## src/hw/rtl/sha_pkg.sv

```systemverilog
// Package for the SHA-256 message hasher: payload structs, round constants,
// initial hash values and the round/schedule helper functions. No dependencies.
package sha_pkg;

	typedef struct packed {
		logic [7:0] data_byte;
		logic       byte_present;
		logic       is_last;
	} sha_in_t;

	typedef struct packed {
		logic [31:0] digest_word;
		logic        word_last;
		logic        length_overflow;
	} sha_out_t;

	// One queued entry between front and back: a 32-bit message word
	// or a finish marker carrying the overflow flag in bit 0 of word.
	typedef struct packed {
		logic [31:0] word;
		logic        blk_end;
		logic        finish;
	} sha_word_t;

	typedef logic [31:0] word_t;

	localparam word_t IV [8] = '{
		32'h6A09E667, 32'hBB67AE85, 32'h3C6EF372, 32'hA54FF53A,
		32'h510E527F, 32'h9B05688C, 32'h1F83D9AB, 32'h5BE0CD19
	};

	localparam word_t RK [64] = '{
		32'h428A2F98, 32'h71374491, 32'hB5C0FBCF, 32'hE9B5DBA5,
		32'h3956C25B, 32'h59F111F1, 32'h923F82A4, 32'hAB1C5ED5,
		32'hD807AA98, 32'h12835B01, 32'h243185BE, 32'h550C7DC3,
		32'h72BE5D74, 32'h80DEB1FE, 32'h9BDC06A7, 32'hC19BF174,
		32'hE49B69C1, 32'hEFBE4786, 32'h0FC19DC6, 32'h240CA1CC,
		32'h2DE92C6F, 32'h4A7484AA, 32'h5CB0A9DC, 32'h76F988DA,
		32'h983E5152, 32'hA831C66D, 32'hB00327C8, 32'hBF597FC7,
		32'hC6E00BF3, 32'hD5A79147, 32'h06CA6351, 32'h14292967,
		32'h27B70A85, 32'h2E1B2138, 32'h4D2C6DFC, 32'h53380D13,
		32'h650A7354, 32'h766A0ABB, 32'h81C2C92E, 32'h92722C85,
		32'hA2BFE8A1, 32'hA81A664B, 32'hC24B8B70, 32'hC76C51A3,
		32'hD192E819, 32'hD6990624, 32'hF40E3585, 32'h106AA070,
		32'h19A4C116, 32'h1E376C08, 32'h2748774C, 32'h34B0BCB5,
		32'h391C0CB3, 32'h4ED8AA4A, 32'h5B9CCA4F, 32'h682E6FF3,
		32'h748F82EE, 32'h78A5636F, 32'h84C87814, 32'h8CC70208,
		32'h90BEFFFA, 32'hA4506CEB, 32'hBEF9A3F7, 32'hC67178F2
	};

	function automatic word_t ror(input word_t x, input int n);
		return (x >> n) | (x << (32 - n));
	endfunction

	function automatic word_t sg0(input word_t x);
		return ror(x, 7) ^ ror(x, 18) ^ (x >> 3);
	endfunction

	function automatic word_t sg1(input word_t x);
		return ror(x, 17) ^ ror(x, 19) ^ (x >> 10);
	endfunction

	function automatic word_t bs0(input word_t x);
		return ror(x, 2) ^ ror(x, 13) ^ ror(x, 22);
	endfunction

	function automatic word_t bs1(input word_t x);
		return ror(x, 6) ^ ror(x, 11) ^ ror(x, 25);
	endfunction

endpackage

```

## src/hw/rtl/sha256_message_hasher.sv

```systemverilog
// SHA-256 message hasher, one byte per transfer, digest as eight words.
// A block's compression loads sixteen message words, runs 64 rounds, then adds
// into the hash values; blocks go one at a time through the single shared round unit.
// End of message adds padding (one or two blocks) then eight digest transfers.
// Reset (arst_n low) restores initial hash values and clears the count.
module sha256_message_hasher #(
	parameter int COUNT_BITS = 29
) (
	input  logic              clk,
	input  logic              arst_n,
	input  logic              push,
	input  sha_pkg::sha_in_t  in_data,
	output logic              full,
	output logic              empty,
	input  logic              pop,
	output sha_pkg::sha_out_t out_data
);
	import sha_pkg::*;

	logic      wq_push, wq_full, wq_pop, wq_empty, ready;
	sha_word_t wq_in, wq_out;

	assign full = !ready;

	sha_front #(.COUNT_BITS(COUNT_BITS)) u_front (
		.clk(clk), .arst_n(arst_n), .in_valid(push), .in_item(in_data),
		.in_ready(ready), .wq_push(wq_push), .wq_data(wq_in),
		.wq_full(wq_full)
	);

	sha_wq u_wq (
		.clk(clk), .arst_n(arst_n), .push(wq_push), .wdata(wq_in),
		.full(wq_full), .pop(wq_pop), .rdata(wq_out), .empty(wq_empty)
	);

	sha_back u_back (
		.clk(clk), .arst_n(arst_n), .wq_data(wq_out), .wq_empty(wq_empty),
		.wq_pop(wq_pop), .res(out_data), .res_empty(empty),
		.res_pop(pop)
	);
endmodule

```

## src/hw/rtl/sha_front.sv

```systemverilog
// Front end: packs bytes into big-endian words, counts bytes and emits
// padding and length words at end of message. Depends on sha_pkg.
module sha_front #(
	parameter int COUNT_BITS = 29
) (
	input  logic               clk,
	input  logic               arst_n,
	input  logic               in_valid,
	input  sha_pkg::sha_in_t   in_item,
	output logic               in_ready,
	output logic               wq_push,
	output sha_pkg::sha_word_t wq_data,
	input  logic               wq_full
);
	import sha_pkg::*;

	localparam logic [1:0] ST_BYTES = 2'd0;
	localparam logic [1:0] ST_PAD   = 2'd1;
	localparam logic [1:0] ST_FIN   = 2'd2;

	logic [1:0]            state_q;
	logic [23:0]           part_q;     // partial word, upper bytes
	logic [5:0]            fill_q;
	logic [COUNT_BITS-1:0] count_q;
	logic                  ovf_q;
	logic                  first_pad_q; // next pad word carries the 0x80 mark
	logic                  xtra_q;      // current pad block is the extra one, no length
	logic [31:0]           word_n;
	logic [31:0]           pad_word;
	logic [31:0]           bits;
	logic                  accept;

	assign in_ready = (state_q == ST_BYTES) && !wq_full;
	assign accept = in_valid && in_ready;
	assign bits = {29'(count_q), 3'b000};

	always_comb begin
		logic [1:0] k;
		k = fill_q[1:0];
		word_n = '0;
		case (k)
			2'd0: word_n = {in_item.data_byte, 24'd0};
			2'd1: word_n = {part_q[23:16], in_item.data_byte, 16'd0};
			2'd2: word_n = {part_q[23:8], in_item.data_byte, 8'd0};
			default: word_n = {part_q, in_item.data_byte};
		endcase
		// pad word: existing bytes, then 0x80 at position fill if first
		pad_word = '0;
		if (first_pad_q) begin
			case (k)
				2'd0: pad_word = 32'h8000_0000;
				2'd1: pad_word = {part_q[23:16], 24'h80_0000};
				2'd2: pad_word = {part_q[23:8], 16'h8000};
				default: pad_word = {part_q, 8'h80};
			endcase
		end
		if (fill_q[5:2] == 4'd14 && !first_pad_q) pad_word = '0;
		if (fill_q[5:2] == 4'd15 && !first_pad_q) pad_word = xtra_q ? '0 : bits;
	end

	always_comb begin
		wq_push = 1'b0;
		wq_data = '0;
		if (state_q == ST_BYTES) begin
			wq_push = accept && in_item.byte_present && (fill_q[1:0] == 2'd3);
			wq_data.word = word_n;
			wq_data.blk_end = (fill_q == 6'd63);
		end else if (state_q == ST_PAD) begin
			wq_push = !wq_full;
			wq_data.blk_end = (fill_q[5:2] == 4'd15);
			// first pad lands in the length area (slot 14 or 15): extra block
			if (first_pad_q && fill_q[5:2] >= 4'd14) wq_data.word = pad_word;
			else if (!first_pad_q && fill_q[5:2] == 4'd14) wq_data.word = '0;
			else wq_data.word = pad_word;
		end else begin
			wq_push = !wq_full;
			wq_data.word = {31'd0, ovf_q};
			wq_data.finish = 1'b1;
		end
	end

	always_ff @(posedge clk or negedge arst_n) begin
		if (!arst_n) begin
			state_q <= ST_BYTES;
			fill_q <= '0;
			count_q <= '0;
			ovf_q <= 1'b0;
			first_pad_q <= 1'b0;
			xtra_q <= 1'b0;
			part_q <= '0;
		end else begin
			case (state_q)
				ST_BYTES: begin
					if (accept) begin
						if (in_item.byte_present) begin
							part_q <= word_n[31:8];
							fill_q <= fill_q + 6'd1;
							if (&count_q) ovf_q <= 1'b1;
							else count_q <= count_q + COUNT_BITS'(1);
						end
						if (in_item.is_last) begin
							state_q <= ST_PAD;
							first_pad_q <= 1'b1;
						end
					end
				end
				ST_PAD: begin
					if (!wq_full) begin
						first_pad_q <= 1'b0;
						part_q <= '0;
						fill_q <= {fill_q[5:2] + 4'd1, 2'd0};
						if (first_pad_q && fill_q[5:2] == 4'd14) xtra_q <= 1'b1;
						else if (fill_q[5:2] == 4'd15) xtra_q <= 1'b0;
						if (fill_q[5:2] == 4'd15 && !first_pad_q && !xtra_q)
							state_q <= ST_FIN;
					end
				end
				ST_FIN: begin
					if (!wq_full) begin
						state_q <= ST_BYTES;
						fill_q <= '0;
						count_q <= '0;
						ovf_q <= 1'b0;
					end
				end
				default: state_q <= ST_BYTES;
			endcase
		end
	end
endmodule

```

## src/hw/rtl/sha_wq.sv

```systemverilog
// Short word queue between front and back ends. Depends on sha_pkg.
module sha_wq (
	input  logic               clk,
	input  logic               arst_n,
	input  logic               push,
	input  sha_pkg::sha_word_t wdata,
	output logic               full,
	input  logic               pop,
	output sha_pkg::sha_word_t rdata,
	output logic               empty
);
	import sha_pkg::*;

	sha_word_t  mem_q [4];
	logic [1:0] wp_q, rp_q;
	logic [2:0] cnt_q;

	assign full = cnt_q[2];
	assign empty = (cnt_q == 3'd0);
	assign rdata = mem_q[rp_q];

	always_ff @(posedge clk) begin
		if (push && !full) mem_q[wp_q] <= wdata;
	end

	always_ff @(posedge clk or negedge arst_n) begin
		if (!arst_n) begin
			wp_q <= '0;
			rp_q <= '0;
			cnt_q <= '0;
		end else begin
			if (push && !full) wp_q <= wp_q + 2'd1;
			if (pop && !empty) rp_q <= rp_q + 2'd1;
			cnt_q <= cnt_q + {2'd0, push && !full} - {2'd0, pop && !empty};
		end
	end
endmodule

```

## src/hw/rtl/sha_back.sv

```systemverilog
// Back end: schedules words and runs one compression round per cycle,
// then streams the digest. Depends on sha_pkg.
module sha_back (
	input  logic               clk,
	input  logic               arst_n,
	input  sha_pkg::sha_word_t wq_data,
	input  logic               wq_empty,
	output logic               wq_pop,
	output sha_pkg::sha_out_t  res,
	output logic               res_empty,
	input  logic               res_pop
);
	import sha_pkg::*;

	localparam logic [1:0] ST_LOAD = 2'd0;
	localparam logic [1:0] ST_RUN  = 2'd1;
	localparam logic [1:0] ST_ADD  = 2'd2;
	localparam logic [1:0] ST_OUT  = 2'd3;

	logic [1:0] state_q;
	word_t      h_q [8];
	word_t      v_q [8];
	word_t      w_q [16];    // rolling schedule window
	logic [5:0] rnd_q;
	logic [3:0] widx_q;
	logic [2:0] oidx_q;
	logic       ovf_q;
	word_t      wcur, wnew, t1, t2;

	assign wcur = (rnd_q < 6'd16) ? w_q[rnd_q[3:0]] : wnew;
	assign wnew = w_q[0] + sg0(w_q[1]) + w_q[9] + sg1(w_q[14]);
	assign t1 = v_q[7] + bs1(v_q[4]) + ((v_q[4] & v_q[5]) ^ (~v_q[4] & v_q[6]))
		+ RK[rnd_q] + wcur;
	assign t2 = bs0(v_q[0]) + ((v_q[0] & v_q[1]) ^ (v_q[0] & v_q[2]) ^ (v_q[1] & v_q[2]));

	assign wq_pop = (state_q == ST_LOAD) && !wq_empty;
	assign res_empty = (state_q != ST_OUT);
	assign res.digest_word = h_q[oidx_q];
	assign res.word_last = (oidx_q == 3'd7);
	assign res.length_overflow = ovf_q;

	always_ff @(posedge clk) begin
		if (state_q == ST_LOAD && !wq_empty && !wq_data.finish)
			w_q[widx_q] <= wq_data.word;
		if (state_q == ST_RUN && rnd_q >= 6'd16) begin
			// shift window once the first sixteen words have been used
			for (int i = 0; i < 15; i++) w_q[i] <= w_q[i+1];
			w_q[15] <= wnew;
		end
		if (state_q == ST_RUN) begin
			v_q[7] <= v_q[6]; v_q[6] <= v_q[5]; v_q[5] <= v_q[4];
			v_q[4] <= v_q[3] + t1;
			v_q[3] <= v_q[2]; v_q[2] <= v_q[1]; v_q[1] <= v_q[0];
			v_q[0] <= t1 + t2;
		end else if (state_q == ST_LOAD) begin
			for (int i = 0; i < 8; i++) v_q[i] <= h_q[i];
		end
	end

	always_ff @(posedge clk or negedge arst_n) begin
		if (!arst_n) begin
			state_q <= ST_LOAD;
			for (int i = 0; i < 8; i++) h_q[i] <= IV[i];
			rnd_q <= '0;
			widx_q <= '0;
			oidx_q <= '0;
			ovf_q <= 1'b0;
		end else begin
			case (state_q)
				ST_LOAD: begin
					if (!wq_empty) begin
						if (wq_data.finish) begin
							state_q <= ST_OUT;
							ovf_q <= wq_data.word[0];
							oidx_q <= '0;
						end else begin
							widx_q <= widx_q + 4'd1;
							if (wq_data.blk_end) begin
								state_q <= ST_RUN;
								rnd_q <= '0;
							end
						end
					end
				end
				ST_RUN: begin
					rnd_q <= rnd_q + 6'd1;
					if (rnd_q == 6'd63) state_q <= ST_ADD;
				end
				ST_ADD: begin
					for (int i = 0; i < 8; i++) h_q[i] <= h_q[i] + v_q[i];
					widx_q <= '0;
					state_q <= ST_LOAD;
				end
				ST_OUT: begin
					if (res_pop) begin
						oidx_q <= oidx_q + 3'd1;
						if (oidx_q == 3'd7) begin
							state_q <= ST_LOAD;
							for (int i = 0; i < 8; i++) h_q[i] <= IV[i];
						end
					end
				end
				default: state_q <= ST_LOAD;
			endcase
		end
	end
endmodule
```

## config.mk

```make
export PLATFORM = sky130hd
export DESIGN_NAME = sha256_message_hasher
export DESIGN_NICKNAME = d
export VERILOG_FILES = /design/src/hw/rtl/sha_pkg.sv /design/src/hw/rtl/sha256_message_hasher.sv /design/src/hw/rtl/sha_front.sv /design/src/hw/rtl/sha_wq.sv /design/src/hw/rtl/sha_back.sv
export SDC_FILE = /design/constraint.sdc
export NUM_CORES = 2
export LEC_CHECK = 0
export BUFFER_PORTS_ARGS = -buffer_cell sky130_fd_sc_hd__buf_2
export CAP_MARGIN = 20
export CORE_MARGIN = 2
export CORE_UTILIZATION = 50
export CTS_CLUSTER_DIAMETER = 50
export CTS_CLUSTER_SIZE = 14
export DETAILED_ROUTE_END_ITERATION = 8
export MAX_ROUTING_LAYER = met4
export PLACE_DENSITY_LB_ADDON = 0.2
export SLEW_MARGIN = 15
export SYNTH_ARGS = -nofsm -noshare
export SYNTH_HDL_FRONTEND = slang
export SYNTH_SLANG_ARGS = --single-unit
```

## constraint.sdc

```tcl
create_clock -name clk -period 10.56 [get_ports clk]
set_input_delay 0.528 -clock clk [delete_from_list [all_inputs] [get_ports clk]]
set_output_delay 0.528 -clock clk [all_outputs]
set_load 0.01 [all_outputs]
```

After elaboration in Yosys (flattened, before gate mapping)
Memories as Yosys holds them, arrays and structs flattened.
Cells that the tools add are included.

word-level totals
  register bits after elaboration = 343
  memory bits (writable) = 904
  bits in read-only memories = 2048
  bits of input ports = 14
  output and inout port bits = 36
  word-level logic and storage cells = 269
  memories kept = 4

cells by class
  add/subtract/negate cells = 28
  magnitude comparators = 5
  equal/unequal tests = 30
  muxes and demuxes = 93
  bitwise gates (word level) = 39
  reductions and logical operators = 47

memory list
  name              words  width  rd ports  clocked after memory_dff  wr ports  line            RTL
  (name not given)  64     32     1         0                         0         sha_back.sv:33  + RK[rnd_q] + wcur;
  u_back.w_q        16     32     17        0                         16        sha_back.sv:23  word_t w_q [16];
  u_back.v_q        8      32     8         0                         8         sha_back.sv:22  word_t v_q [8];
  u_wq.mem_q        4      34     1         0                         1         sha_wq.sv:14    sha_word_t mem_q [4];

operator list
  cell              count
  $mux W32          21
  $add A32 B32 Y32  18
  $mux W256         2
  $pmux W256 S2     1
  $xor A32 B32 Y32  9
  $pmux W32 S3      2
  $and A32 B32 Y32  5
  $mux W29          4
  $bmux W32 S3      1
  $mux W24          3
  $pmux W29 S2      1
  $pmux W24 S2      1
  $mux W6           7
  $mux W33          1
  $not A32 Y32      1
  $or A10 B32 Y32   1
  $or A13 B32 Y32   1
  $or A14 B32 Y32   1
  $or A15 B32 Y32   1
  $or A19 B32 Y32   1
  $or A21 B32 Y32   1
  $or A25 B32 Y32   1
  $or A26 B32 Y32   1
  $or A30 B32 Y32   1
  48 further kinds  156

Longest topological paths before layout
An unclocked memory read counts as a cell.

  depth after elaboration = 11
  gate-level depth with buffers = 44
  depth with buffers taken out = 42

Cells and area by module
A second synthesis with hierarchy kept.

second synthesis, totals
  cell total of the unflattened synthesis = 7967
  area, all modules = 84096.9 sq um

by module, submodules not included
  module                 times used  cells each  area each (sq um)
  sha_back               1           7217        74343.8
  sha_wq                 1           214         5372.7
  sha_front              1           535         4376.7
  sha256_message_hasher  1           1           3.8

Worst setup path before layout
No wires, ideal clock.

  path type = reg2reg
  start = reg u_back.rnd_q[1]
  end = mem u_back.v_q[0][31] (netlist bit) (data pin)
  library setup time = 0.268 ns
  arrival time = 9.339 ns
  required time = 10.292 ns
  setup slack = 0.953 ns
  stages on the path, launching flop included = 41
  buffers on the path = 3
  cell sequence = dfrtp_1 -> clkbuf_1 -> buf_1 -> clkinv_1 -> ha_1 -> clkbuf_1 -> nand2_1 -> nand3_1 -> o21ai_0 -> a22oi_1 -> o22ai_1 -> fa_1 -> inv_1 -> fa_1 -> inv_1 -> fa_1 -> inv_1 -> ha_1 -> [... 5 more ...] -> o21a_1 -> nor2_1 -> o21bai_1 -> a21oi_1 -> o21bai_1 -> a21oi_1 -> xnor2_1 -> fa_1 -> ha_1 -> nand2_1 -> or3_1 -> or2_2 -> o211ai_1 -> a211oi_1 -> o21bai_1 -> xnor2_1 -> xnor2_1 -> o21ai_0

RTL lines
  element                 line            RTL
  from (decl)             sha_back.sv:24  logic [5:0] rnd_q;
  from (signal assigned)  sha_back.sv:86  rnd_q <= rnd_q + 6'd1;
  to (decl)               sha_back.sv:22

==> metrics.cfg <==
[yosys]
yosys_warnings = 0
synth_edf_count = 904
syn_avg_cell_area_um2 = 10.68
synth_cell_types = 91
synthFlopType = edfxtp_1
netlist_area_um2 = 83290
synth-seq-cells = 1247
ys_seq_area_share_pct = 43.10
syn_nets = 8422
async_flop_share_pct = 27.51
postSynthCellCount = 7796

[finish]
fin_cells = 9976
fin_nets = 8276
final_cell_mix = nand2_1 (1030), edfxtp_1 (904), a21o_1 (670)
utilization_pct = 55.07
fillers = 14420
drive_above_1_share_pct = 12.37
layout_commonest_cell = nand2_1
design_area_um2 = 90960
areaGrowthSynthToFinish_pct = 9.207

[die]
die_w_um = 412.1
die_y_um = 412.1
core_area_um2 = 165200
die_area_um2 = 169900
io_pins = 50
start_util_pct = 50.42
rows = 149

[sta]
setup_ws_ps = 569.4
final_max_slew_viol_count = 0
final.setup.tns_ps = 0
timing.hold.ws_ps = 113.4
fmax_mhz = 100.1
fin_skew_ps = 46.00
rsz0062_at_grt = no
min_period_over_period_pct = 94.61
tightest_slew_ps = 1292
setup_viol = 0
hold_viol = 0
slew_headroom_pct = 13.87
finalCriticalPeriod_ps = 9991

[worst_setup_path]
start_kind = flip-flop
critPathLaunch = u_back.w_q[14][21]
rr_startpoint = u_back.w_q[14][21]
crit_path_frequent_cell = a21o_1
timing.critical_path.arrival_ps = 10510
criticalPathCategory = flip-flop to flip-flop
cp-endpoint = u_back.v_q[0][30]
r2r_cells = 37
slowest_delay_ps = 550
r2r_end = u_back.v_q[0][30]
r2r_slack_ps = 570
crit_path_end_kind = flip-flop
path_max_fanout = 6
critPathRequiredTime_ps = 11080
crit_slowest_cell = edfxtp_1

[power]
pwr-share-comb_pct = 5.8
p_sw_mw = 2.964
fin_total_pwr_mw = 11.70
p_leak_nw = 38.42
internal_power_mw = 8.736
pwr-share-seq_pct = 47.2
powerDensity_nw_per_um2 = 128.6
ir_drop_mv = 0.1746
clockPowerShare_pct = 47.0
switching_share_pct = 25.33

[routing]
vias = 64080
viasPerCell = 6.423
wl_met3_um = 26020
route.met2.wl_um = 120200
drt-total-wl_um = 276000
met1Wirelength_um = 123400
dr.pass1.iters = 7
top_layer = met4
initialDrtViolationCount = 8210
antenna_left = 0
post_drt_wl_per_cell_um = 27.66
drc_errors = 0

[placement]
pre_cts_ws_ps = 216.4
dp.cells = 9673
dp_hpwl_um = 200100
post_dp_cell_area_um2 = 85520
globalplace.congestion = 1.003
port_buffers = 49

[clock_tree]
htreeDepth = 4
path_clk_slew_ps = 60
cts_tree = done
cts_buffers = 157
worst_skew_pair.late_latency_ps = 820
cts_buffer_depth = 3
cts_num_sinks = 1247
cts_root_buf = clkbuf_16

[grt]
grt-ovfl-total = 0
grt_max_degree = 133
grt_antenna_before_repair = 12
grt_usage_pct = 33.28
grt_pass1_wl_um = 408600
grt_pass1_vias = 60240

[min_path]
min-delay-path-class = input port to flip-flop

[flow_run]
maxCapViolations = 0

[outcome]
outcome = completed

[worst min-delay path by stage]
stage,depth (start not counted),slack [ps],to,from
3_3_place_gp,1,470,u_front.xtra_q,u_front.xtra_q
3_5_place_dp,1,480,u_front.xtra_q,u_front.xtra_q
6_report,4,110,u_front.first_pad_q,in_data[0]
4_1_cts,4,60,u_front.first_pad_q,in_data[0]
2_1_floorplan,0,230,u_back.h_q[103],arst_n
5_1_grt,4,100,u_front.first_pad_q,in_data[0]
[timing repair]
item | CTS | global route
hold endpoints to repair | 38 | 0
endpoints found under the setup margin | 0 | 10
gates resized for setup | 0 | 8
hold buffers | 1 | 0
buffers inserted | 0 | 4
[synthesized netlist by cell type, types with 230 or more instances]
cell         n  area, um^2
mux4_2     264        5946
a21o_1     670        5030
xor2_1     230        2014
nor2_1     396        1486
o21ai_0    444        2222
edfxtp_1   904       27150
nand2_1   1047        3930
clkbuf_1   420        1577
xnor2_1    349        3057
a21oi_1    493        2467
inv_1      330        1239
ha_1       416        5205
[critical path: cells and delay by family (launching register included)]
kind	cells	cell delay, ps
AO/OA/AOI/OAI	21	4460
adder cells (fa/ha/maj)	7	2840
AND/OR/NAND/NOR	3	730
multiplexers	1	230
flip-flops	1	550
buffers and inverters	2	200
XOR/XNOR	3	700
[sequential cells by signal, summed over array words and instances (netlist names), 4 cells and up]
| name | flops |
|---|---|
| u_back.rnd_q | 6 |
| u_back.v_q | 256 |
| u_front.part_q | 24 |
| u_wq.mem_q | 136 |
| u_back.h_q | 256 |
| u_front.count_q | 29 |
| u_front.fill_q | 6 |
| u_back.w_q | 512 |
| u_back.widx_q | 4 |
[cell families after synthesis]
group / Yosys count / share of synthesized area [%]
compound gates: 2199 / 17.39
xor+xnor: 579 / 6.089
fa+ha+maj: 630 / 11.18
buf+inv: 807 / 3.650
flops: 1247 / 43.10
mux: 339 / 8.094
simple gates: 1995 / 10.50
[power by group through the flow]
stage | logic [mW] | clock network, mW | registers (mW)
4_1_cts | 0.681 | 5.57 | 5.52
6_report | 0.679 | 5.50 | 5.52
5_1_grt | 0.756 | 5.75 | 5.53
2_1_floorplan | 0.457 | 0 | 5.58
3_3_place_gp | 0.660 | 0 | 5.60
3_5_place_dp | 0.679 | 0 | 5.61
[cell type report]
cell class	instances	area, um^2	area share [%]
multi-input cells	5742	44500	48.92
diodes	10	25.02	0.02751
inverters	334	1262	1.388
well taps	2189	2739	3.011
flip-flops and latches	1247	35920	39.49
clock buffers	178	4113	4.522
clock inverters	108	1187	1.305
repair buffers	168	1209	1.329
[per-layer routing]
layer  GRT usage (%)  vias up
li1                -    28090
met1           49.39    32540
met2           47.30     3095
met3           5.931      346
met4           7.847        0
met5               -        -
No activity file was read; power rests on OpenSTA's default activity.
